$ cat config.mk
export PLATFORM = sky130hd
export DESIGN_NAME = sha1_byte_stream_hasher_core_flat
export DESIGN_NICKNAME = d
export VERILOG_FILES = /design/src/sv/sha1bh_pkg.sv /design/src/sv/sha1bh_stream_if.sv /design/src/sv/sha1bh_ctrl.sv /design/src/sv/sha1bh_datapath.sv /design/src/sv/sha1_byte_stream_hasher_core.sv /design/src/flat_wrapper.sv
export SDC_FILE = /design/constraint.sdc
export NUM_CORES = 2
export LEC_CHECK = 0
export BUFFER_PORTS_ARGS = -buffer_cell sky130_fd_sc_hd__buf_2
export CORE_MARGIN = 2
export CORE_UTILIZATION = 55
export DETAILED_ROUTE_END_ITERATION = 10
export PLACE_DENSITY = 0.69
export SYNTH_ARGS = -nofsm -noshare
export SYNTH_HDL_FRONTEND = slang
export SYNTH_SLANG_ARGS = --single-unit
$ cat constraint.sdc
create_clock -name clk -period 35.1 [get_ports clk]
set_input_delay 0 -clock clk [delete_from_list [all_inputs] [get_ports clk]]
set_output_delay 0 -clock clk [all_outputs]
set_load 0.02 [all_outputs]
$ cat src/sv/sha1bh_pkg.sv
// ----------------------------------------------------------------------------
// sha1bh_pkg
// Shared types and constants of the SHA-1 byte stream hasher: item formats,
// initial hash words, round constants and the controller/datapath interface.
// ----------------------------------------------------------------------------
package sha1bh_pkg;

    // initial chaining value
    localparam logic [31:0] IV0 = 32'h67452301;
    localparam logic [31:0] IV1 = 32'hEFCDAB89;
    localparam logic [31:0] IV2 = 32'h98BADCFE;
    localparam logic [31:0] IV3 = 32'h10325476;
    localparam logic [31:0] IV4 = 32'hC3D2E1F0;

    // round constants
    localparam logic [31:0] K_CH     = 32'h5A827999;
    localparam logic [31:0] K_PAR1   = 32'h6ED9EBA1;
    localparam logic [31:0] K_MAJ    = 32'h8F1BBCDC;
    localparam logic [31:0] K_PAR2   = 32'hCA62C1D6;

    localparam logic [7:0] PAD_MARK_BYTE = 8'h80;

    localparam int unsigned ROUNDS_PER_BLOCK = 80;
    localparam logic [6:0]  LAST_ROUND       = 7'(ROUNDS_PER_BLOCK - 1);
    localparam logic [5:0]  LAST_BYTE_POS    = 6'd63;
    localparam logic [5:0]  LEN_START_POS    = 6'd56;
    localparam logic [2:0]  LAST_LEN_BYTE    = 3'd7;

    // item kinds
    localparam logic KIND_DATA   = 1'b0;
    localparam logic KIND_FINISH = 1'b1;

    typedef struct packed {
        logic       kind;
        logic [7:0] data_byte;
    } msg_item_t;

    typedef struct packed {
        logic [31:0] digest_word0;
        logic [31:0] digest_word1;
        logic [31:0] digest_word2;
        logic [31:0] digest_word3;
        logic [31:0] digest_word4;
    } digest_item_t;

    typedef enum logic [2:0] {
        ST_IDLE,
        ST_PAD_MARK,
        ST_PAD_ZERO,
        ST_PAD_LEN,
        ST_ROUNDS,
        ST_FOLD,
        ST_EMIT
    } state_t;

    typedef enum logic [1:0] {
        SEL_DATA,
        SEL_MARK,
        SEL_ZERO,
        SEL_LEN
    } byte_sel_t;

    typedef enum logic [1:0] {
        PH_CH,
        PH_PAR1,
        PH_MAJ,
        PH_PAR2
    } round_phase_t;

    // controller to datapath
    typedef struct packed {
        logic         push;
        byte_sel_t    byte_sel;
        logic         count_byte;
        logic         cap_len;
        logic         shift_len;
        logic         start_block;
        logic         round;
        round_phase_t phase;
        logic         fold;
        logic         load_out;
        logic         restart;
    } cmd_t;

    // datapath to controller
    typedef struct packed {
        logic [5:0] fill;
        logic       emit_ok;
    } status_t;

endpackage

$ cat src/sv/sha1bh_stream_if.sv
// ----------------------------------------------------------------------------
// sha1bh_stream_if
// Valid/ready channel carrying one item of a given payload type.
// ----------------------------------------------------------------------------
interface sha1bh_stream_if #(
    parameter type item_t = logic
);
    logic  valid;
    logic  ready;
    item_t payload;

    modport source (output valid, output payload, input ready);
    modport sink   (input valid, input payload, output ready);
endinterface

$ cat src/sv/sha1bh_ctrl.sv
// ----------------------------------------------------------------------------
// sha1bh_ctrl
// Sequencer of the hasher: takes items, drives padding, steps the 80 rounds
// of each block and hands the digest to the output register.
// ----------------------------------------------------------------------------
module sha1bh_ctrl (
    input  logic                clk,
    input  logic                rst_n,
    input  logic                in_valid,
    input  logic                in_kind,
    output logic                in_ready,
    input  sha1bh_pkg::status_t status,
    output sha1bh_pkg::cmd_t    cmd
);

    sha1bh_pkg::state_t state_reg, state_next;
    sha1bh_pkg::state_t resume_reg, resume_next;
    logic               finish_reg, finish_next;
    logic [6:0]         round_reg, round_next;
    logic [2:0]         len_cnt_reg, len_cnt_next;

    // state registers
    always_ff @(posedge clk or negedge rst_n)
    begin
        if (!rst_n)
        begin
            state_reg   <= sha1bh_pkg::ST_IDLE;
            resume_reg  <= sha1bh_pkg::ST_IDLE;
            finish_reg  <= 1'b0;
            round_reg   <= '0;
            len_cnt_reg <= '0;
        end
        else
        begin
            state_reg   <= state_next;
            resume_reg  <= resume_next;
            finish_reg  <= finish_next;
            round_reg   <= round_next;
            len_cnt_reg <= len_cnt_next;
        end
    end

    // next state and commands
    always_comb
    begin
        state_next   = state_reg;
        resume_next  = resume_reg;
        finish_next  = finish_reg;
        round_next   = round_reg;
        len_cnt_next = len_cnt_reg;
        in_ready     = 1'b0;
        cmd          = '0;
        cmd.byte_sel = sha1bh_pkg::SEL_DATA;

        // round function group from the round number
        if (round_reg < 7'd20)
            cmd.phase = sha1bh_pkg::PH_CH;
        else if (round_reg < 7'd40)
            cmd.phase = sha1bh_pkg::PH_PAR1;
        else if (round_reg < 7'd60)
            cmd.phase = sha1bh_pkg::PH_MAJ;
        else
            cmd.phase = sha1bh_pkg::PH_PAR2;

        unique case (state_reg)
            sha1bh_pkg::ST_IDLE:
            begin
                in_ready = 1'b1;
                if (in_valid)
                begin
                    if (in_kind == sha1bh_pkg::KIND_DATA)
                    begin
                        cmd.push       = 1'b1;
                        cmd.count_byte = 1'b1;
                        if (status.fill == sha1bh_pkg::LAST_BYTE_POS)
                        begin
                            cmd.start_block = 1'b1;
                            round_next      = '0;
                            resume_next     = sha1bh_pkg::ST_IDLE;
                            state_next      = sha1bh_pkg::ST_ROUNDS;
                        end
                    end
                    else
                    begin
                        cmd.cap_len = 1'b1;
                        finish_next = 1'b1;
                        state_next  = sha1bh_pkg::ST_PAD_MARK;
                    end
                end
            end
            sha1bh_pkg::ST_PAD_MARK:
            begin
                cmd.push     = 1'b1;
                cmd.byte_sel = sha1bh_pkg::SEL_MARK;
                state_next   = sha1bh_pkg::ST_PAD_ZERO;
                if (status.fill == sha1bh_pkg::LAST_BYTE_POS)
                begin
                    cmd.start_block = 1'b1;
                    round_next      = '0;
                    resume_next     = sha1bh_pkg::ST_PAD_ZERO;
                    state_next      = sha1bh_pkg::ST_ROUNDS;
                end
            end
            sha1bh_pkg::ST_PAD_ZERO:
            begin
                if (status.fill == sha1bh_pkg::LEN_START_POS)
                begin
                    len_cnt_next = '0;
                    state_next   = sha1bh_pkg::ST_PAD_LEN;
                end
                else
                begin
                    cmd.push     = 1'b1;
                    cmd.byte_sel = sha1bh_pkg::SEL_ZERO;
                    if (status.fill == sha1bh_pkg::LAST_BYTE_POS)
                    begin
                        cmd.start_block = 1'b1;
                        round_next      = '0;
                        resume_next     = sha1bh_pkg::ST_PAD_ZERO;
                        state_next      = sha1bh_pkg::ST_ROUNDS;
                    end
                end
            end
            sha1bh_pkg::ST_PAD_LEN:
            begin
                cmd.push      = 1'b1;
                cmd.byte_sel  = sha1bh_pkg::SEL_LEN;
                cmd.shift_len = 1'b1;
                len_cnt_next  = len_cnt_reg + 3'd1;
                if (len_cnt_reg == sha1bh_pkg::LAST_LEN_BYTE)
                begin
                    cmd.start_block = 1'b1;
                    round_next      = '0;
                    resume_next     = sha1bh_pkg::ST_EMIT;
                    state_next      = sha1bh_pkg::ST_ROUNDS;
                end
            end
            sha1bh_pkg::ST_ROUNDS:
            begin
                cmd.round  = 1'b1;
                round_next = round_reg + 7'd1;
                if (round_reg == sha1bh_pkg::LAST_ROUND)
                    state_next = sha1bh_pkg::ST_FOLD;
            end
            sha1bh_pkg::ST_FOLD:
            begin
                cmd.fold   = 1'b1;
                state_next = finish_reg ? resume_reg : sha1bh_pkg::ST_IDLE;
            end
            sha1bh_pkg::ST_EMIT:
            begin
                if (status.emit_ok)
                begin
                    cmd.load_out = 1'b1;
                    cmd.restart  = 1'b1;
                    finish_next  = 1'b0;
                    state_next   = sha1bh_pkg::ST_IDLE;
                end
            end
            default:
            begin
                state_next = sha1bh_pkg::ST_IDLE;
            end
        endcase
    end

endmodule

$ cat src/sv/sha1bh_datapath.sv
// ----------------------------------------------------------------------------
// sha1bh_datapath
// Block buffer and message schedule window, one SHA-1 round per cycle,
// chaining value, length counter and the digest output register.
// ----------------------------------------------------------------------------
module sha1bh_datapath (
    input  logic                 clk,
    input  logic                 rst_n,
    input  logic [7:0]           data_byte,
    input  sha1bh_pkg::cmd_t     cmd,
    output sha1bh_pkg::status_t  status,
    sha1bh_stream_if.source      digest
);

    // sixteen-word window, word 0 in the top bits
    logic [511:0] window_reg;
    logic [5:0]   fill_reg;
    logic [60:0]  total_reg;
    logic [63:0]  len_reg;
    logic [31:0]  h_reg [5];
    logic [31:0]  a_reg, b_reg, c_reg, d_reg, e_reg;
    logic         out_valid_reg;
    sha1bh_pkg::digest_item_t out_reg;

    logic [7:0]  byte_in;
    logic [31:0] w_cur, w_mix, w_new, f_val, k_val, t_val;

    // byte source for the block buffer
    always_comb
    begin
        case (cmd.byte_sel)
            sha1bh_pkg::SEL_DATA: byte_in = data_byte;
            sha1bh_pkg::SEL_MARK: byte_in = sha1bh_pkg::PAD_MARK_BYTE;
            sha1bh_pkg::SEL_ZERO: byte_in = 8'h00;
            sha1bh_pkg::SEL_LEN:  byte_in = len_reg[63:56];
            default:              byte_in = 8'h00;
        endcase
    end

    // schedule recurrence over the window taps 0, 2, 8 and 13
    assign w_cur = window_reg[511:480];
    assign w_mix = window_reg[511:480] ^ window_reg[447:416]
                 ^ window_reg[255:224] ^ window_reg[95:64];
    assign w_new = {w_mix[30:0], w_mix[31]};

    // round function and constant
    always_comb
    begin
        case (cmd.phase)
            sha1bh_pkg::PH_CH:
            begin
                f_val = (b_reg & c_reg) | (~b_reg & d_reg);
                k_val = sha1bh_pkg::K_CH;
            end
            sha1bh_pkg::PH_PAR1:
            begin
                f_val = b_reg ^ c_reg ^ d_reg;
                k_val = sha1bh_pkg::K_PAR1;
            end
            sha1bh_pkg::PH_MAJ:
            begin
                f_val = (b_reg & c_reg) | (b_reg & d_reg) | (c_reg & d_reg);
                k_val = sha1bh_pkg::K_MAJ;
            end
            default:
            begin
                f_val = b_reg ^ c_reg ^ d_reg;
                k_val = sha1bh_pkg::K_PAR2;
            end
        endcase
    end

    assign t_val = {a_reg[26:0], a_reg[31:27]} + f_val + e_reg + k_val + w_cur;

    // block buffer and schedule window
    always_ff @(posedge clk)
    begin
        if (cmd.push)
            window_reg <= {window_reg[503:0], byte_in};
        else if (cmd.round)
            window_reg <= {window_reg[479:0], w_new};
    end

    // working variables
    always_ff @(posedge clk)
    begin
        if (cmd.start_block)
        begin
            a_reg <= h_reg[0];
            b_reg <= h_reg[1];
            c_reg <= h_reg[2];
            d_reg <= h_reg[3];
            e_reg <= h_reg[4];
        end
        else if (cmd.round)
        begin
            a_reg <= t_val;
            b_reg <= a_reg;
            c_reg <= {b_reg[1:0], b_reg[31:2]};
            d_reg <= c_reg;
            e_reg <= d_reg;
        end
    end

    // bit length, shifted out top byte first
    always_ff @(posedge clk)
    begin
        if (cmd.cap_len)
            len_reg <= {total_reg, 3'b000};
        else if (cmd.shift_len)
            len_reg <= {len_reg[55:0], 8'h00};
    end

    // fill position, byte count and chaining value
    always_ff @(posedge clk or negedge rst_n)
    begin
        if (!rst_n)
        begin
            fill_reg  <= '0;
            total_reg <= '0;
            h_reg[0]  <= sha1bh_pkg::IV0;
            h_reg[1]  <= sha1bh_pkg::IV1;
            h_reg[2]  <= sha1bh_pkg::IV2;
            h_reg[3]  <= sha1bh_pkg::IV3;
            h_reg[4]  <= sha1bh_pkg::IV4;
        end
        else
        begin
            if (cmd.restart)
                fill_reg <= '0;
            else if (cmd.push)
                fill_reg <= fill_reg + 6'd1;

            if (cmd.restart)
                total_reg <= '0;
            else if (cmd.count_byte)
                total_reg <= total_reg + 61'd1;

            if (cmd.restart)
            begin
                h_reg[0] <= sha1bh_pkg::IV0;
                h_reg[1] <= sha1bh_pkg::IV1;
                h_reg[2] <= sha1bh_pkg::IV2;
                h_reg[3] <= sha1bh_pkg::IV3;
                h_reg[4] <= sha1bh_pkg::IV4;
            end
            else if (cmd.fold)
            begin
                h_reg[0] <= h_reg[0] + a_reg;
                h_reg[1] <= h_reg[1] + b_reg;
                h_reg[2] <= h_reg[2] + c_reg;
                h_reg[3] <= h_reg[3] + d_reg;
                h_reg[4] <= h_reg[4] + e_reg;
            end
        end
    end

    // digest output register
    always_ff @(posedge clk or negedge rst_n)
    begin
        if (!rst_n)
            out_valid_reg <= 1'b0;
        else if (cmd.load_out)
            out_valid_reg <= 1'b1;
        else if (digest.ready)
            out_valid_reg <= 1'b0;
    end

    always_ff @(posedge clk)
    begin
        if (cmd.load_out)
        begin
            out_reg.digest_word0 <= h_reg[0];
            out_reg.digest_word1 <= h_reg[1];
            out_reg.digest_word2 <= h_reg[2];
            out_reg.digest_word3 <= h_reg[3];
            out_reg.digest_word4 <= h_reg[4];
        end
    end

    assign digest.valid   = out_valid_reg;
    assign digest.payload = out_reg;

    assign status.fill    = fill_reg;
    assign status.emit_ok = !out_valid_reg || digest.ready;

endmodule

$ cat src/sv/sha1_byte_stream_hasher_core.sv
// ----------------------------------------------------------------------------
// sha1_byte_stream_hasher_core
// SHA-1 hasher fed one message byte per item; a finish item pads the message
// and returns the five digest words as one item.
// ----------------------------------------------------------------------------
// A data byte is taken while the core is idle. Every 64th byte closes a block,
// and the input then stays not ready while the 80 rounds run through the single
// round unit and the result is added into the chaining value. A finish item is
// taken; the core then pushes the pad bytes (9 to 72), moves on to the length
// field, runs one or two blocks and loads the digest register; that register
// holds a digest while the next message streams in, and loading the next
// digest waits only if the previous digest is still not taken. After a digest
// the core starts over from the standard initial hash value.
module sha1_byte_stream_hasher_core (
    input  logic            clk,
    input  logic            rst_n,
    sha1bh_stream_if.sink   msg,
    sha1bh_stream_if.source digest
);

    sha1bh_pkg::cmd_t    cmd;
    sha1bh_pkg::status_t status;
    sha1bh_pkg::msg_item_t msg_item;
    logic                in_ready;

    assign msg_item  = msg.payload;
    assign msg.ready = in_ready;

    // sequencer
    sha1bh_ctrl u_ctrl (
        .clk      (clk),
        .rst_n    (rst_n),
        .in_valid (msg.valid),
        .in_kind  (msg_item.kind),
        .in_ready (in_ready),
        .status   (status),
        .cmd      (cmd)
    );

    // hashing datapath
    sha1bh_datapath u_datapath (
        .clk       (clk),
        .rst_n     (rst_n),
        .data_byte (msg_item.data_byte),
        .cmd       (cmd),
        .status    (status),
        .digest    (digest)
    );

endmodule
$ cat src/flat_wrapper.sv
// flat-port wrapper written by rule: the top's interface ports become plain ports
module sha1_byte_stream_hasher_core_flat 
  (clk, rst_n, msg_valid, msg_payload, msg_ready, digest_valid, digest_payload, digest_ready);
  sha1bh_stream_if msg_i ();
  sha1bh_stream_if digest_i ();
  input  logic clk;
  input  logic rst_n;
  input wire logic [$bits(msg_i.valid)-1:0] msg_valid;
  input wire logic [$bits(msg_i.payload)-1:0] msg_payload;
  output wire logic [$bits(msg_i.ready)-1:0] msg_ready;
  output wire logic [$bits(digest_i.valid)-1:0] digest_valid;
  output wire logic [$bits(digest_i.payload)-1:0] digest_payload;
  input wire logic [$bits(digest_i.ready)-1:0] digest_ready;
  assign msg_i.valid = msg_valid;
  assign msg_i.payload = msg_payload;
  assign msg_ready = msg_i.ready;
  assign digest_valid = digest_i.valid;
  assign digest_payload = digest_i.payload;
  assign digest_i.ready = digest_ready;
  sha1_byte_stream_hasher_core u_core (.clk(clk), .rst_n(rst_n), .msg(msg_i), .digest(digest_i));
endmodule
==> results.toml <==
[sta]
setup_violations = 0
worst_slew_pin_slew_ns = 1.15
maxSlewHeadroom_pct = 23.4
min_period_over_period_pct = 18.8
fin_skew_ns = 0.0416
final_hold_viol_count = 0
timing.final.max_slew_violations = 0
max_freq_mhz = 152
tns_ns = 0
setup_slack_ns = 28.50
rsz0062_at_grt = "false"
fin_crit_ns = 6.60

[clocking]
cts.sinks = 853
htree_num_levels = 3
root_buffer = "clkbuf_16"
clk_pin_slew_ns = 0.06
clockBufferDepth = 3
cts_buffers = 93
clk_latency_ns = 0.68
cts_resized = 0
cts_tree = "yes"

[global_route]
antenna_found_initial = 3
grt_overflow_total = 0
grt_usage_pct = 26.2
grt_max_degree = 268
grt_pass1_vias = 33600
grt_pass1_wl_mm = 188

[finish]
final_nets = 5359
layout_commonest_cell = "nand2_1"
fillers = 7550
layout_common_cells = "nand2_1, edfxtp_1, o21ai_0"
fin_cells = 6271
drive_above_1_share_pct = 6.48
area_growth_pct = 8.14
largest_register_ffs = 512

[place]
place_congestion = 0.948
dp.cells = 6091
dp_hpwl_mm = 80.8
dp_slack_ns = 28.57
port_buffers = 7

[yosys]
yosys.area.top_type = "edfxtp_1"
synth_top_area_share_pct = 41.2
netlist_top_cells_area = "edfxtp_1, nand2_1, ha_1"
syn_nets = 5443
avgSynthCellArea_sq_um = 9.60
synth_ff_type = "edfxtp_1"
synth_seq_cells = 853
yosys_warnings = 0
synthArstFlopShare_pct = 21.1
synth_edf_count = 673
netlist_area_sq_um = 49000
yosysSeqAreaShare_pct = 50.6
netlist_instances = 5110
ys_types = 79

[floorplanning]
core_sq_um = 88400
io_pins = 8
fp.dieArea_sq_um = 91600
start_util_pct = 55.5
die_w_microns = 303
num_rows = 109
fp.dieH_microns = 303

[drt]
num_vias = 35700
dr.pass1.iters = 6
drtIter0Drc = 3628
ant_nets = 0
drcViolationCount = 0
wl_mm = 119
viasPerCell = 5.69
avgRoutedWirePerCell_microns = 19.0

[min_path]
min_path_type = "primary input to async pin"

[status]
outcome = "finished, final reports clean"

[critical_path]
path_class = "flip-flop to flip-flop"
worstPathRequired_ns = 35.49
cp-start-kind = "flip-flop"
path_max_fanout = 68
crit_arrival_ns = 6.99
cp-end-kind = "flip-flop"

[flow_run]
max-cap-violations = 0
[worst max-delay path, stage by stage (launching register included)]
cell and delay (ns):
dfrtp_1 0.44, inv_1 0.08, maj3_1 0.37, a221o_2 0.34
buf_4 0.32, inv_1 0.22, ha_1 0.17, buf_4 0.37
a221oi_1 0.14, a21o_1 0.22, fa_1 0.51, fa_1 0.52
inv_1 0.05, ha_1 0.36, and3_1 0.23, a31o_2 0.24
a21oi_1 0.12, o21a_1 0.24, or3_1 0.19, a41oi_1 0.19
o31ai_1 0.40, a21oi_1 0.14, a21oi_1 0.20, xor2_1 0.15
o21ai_0 0.09
[per-layer routing]
layer	GRT usage (%)	part of all wire (%)	vias to the layer above
met2	39.5	44	1024
met3	3.82	6.4	181
li1	-	-	17200
met5	0	0.012	-
met4	8.74	3.1	2
met1	39.2	46	17200
[synth_stat cells, types with 4 or more instances]
master    instances
a211oi_1         16
a21o_1          112
a21oi_1         218
a221o_1           9
a221oi_1         31
a22o_1            6
a31o_2            6
a31oi_1          14
and3_1           19
and4_1            6
buf_1             8
clkbuf_1        210
dfrtp_1         100
dfstp_2          80
edfxtp_1        673
fa_1            125
ha_1            203
inv_1           285
mux2_2           40
mux2i_1           7
nand2_1        1748
nand2b_1         34
nand3_1          85
nand4_1          17
nor2_1          151
nor2b_1          22
nor3_1           63
nor4_1            5
o211ai_1         14
o21a_1           35
o21ai_0         356
o21ai_1          13
o21bai_1         21
o22ai_1           4
o311ai_0          4
o31a_1            4
o31ai_1          20
or2_2            12
or3_1            10
xnor2_1         172
xor2_1           86
[kinds of logic (layout without fill, tap and decap cells)]
logic type,after synthesis,count (layout),share of synthesized area [%]
buf+inv,506,501,3.88
fa+ha+maj,329,329,10.3
simple gates,2187,2187,17.9
other cells,0,1,0
mux,47,47,1.06
flops,853,853,50.6
compound gates,930,930,11.6
xor+xnor,258,258,4.61
[through the flow]
step | hold slack (ns) | instance area [sq um] | utilization [%]
global route | 0.243 | 53000 | 60.0
detailed placement | 0.0778 | 50000 | 56.6
finish | 0.191 | 53000 | 60.0
floorplan | -0.296 | 49000 | -
CTS | 0.191 | 53000 | 60.0
global placement | 0.0846 | 50000 | 56.6
[final timing paths]
check | start | to | slack (ns) | depth (start not counted)
max | u_core.u_ctrl.round_reg[5]$_DFFE_PN0P_ | u_core.u_datapath.a_reg[28]$_DFFE_PP_ | 28.50 | 24
min | rst_n | u_core.u_datapath.h_reg[36]$_DFFE_PN1P_ | 0.19 | 2
max reg2reg | u_core.u_ctrl.round_reg[5]$_DFFE_PN0P_ | u_core.u_datapath.a_reg[28]$_DFFE_PP_ | 28.50 | 24
min reg2reg | u_core.u_datapath.h_reg[128]$_DFFE_PN1P_ | u_core.u_datapath.h_reg[128]$_DFFE_PN1P_ | 0.50 | 2
max in group asynchronous | rst_n | u_core.u_datapath.h_reg[156]$_DFFE_PN0P_ | 33.99 | 3
min in group clk | msg_valid | u_core.u_datapath.window_reg[0]$_DFFE_PP_ | 0.33 | 4
[layout make-up]
cell class                      count  area (sq um)  area share, %
Sequential cell                   853         24800           46.8
Multi-Input combinational cell   3751         22400           42.2
Clock buffer                      134          2620           4.95
Tap cell                         1165          1460           2.75
Inverter                          286          1080           2.03
Timing Repair Buffer               41           359          0.677
Clock inverter                     40           312          0.588
Antenna cell                        1          2.50        0.00472
[repair_timing]
action | 4_1_cts | 5_1_grt
buffers inserted | 0 | 0
endpoints found under the hold margin | 69 | 0
hold buffers | 5 | 0
Power is not shown: default switching activity piles up to over one toggle a cycle in this logic, so the estimate is an artifact.
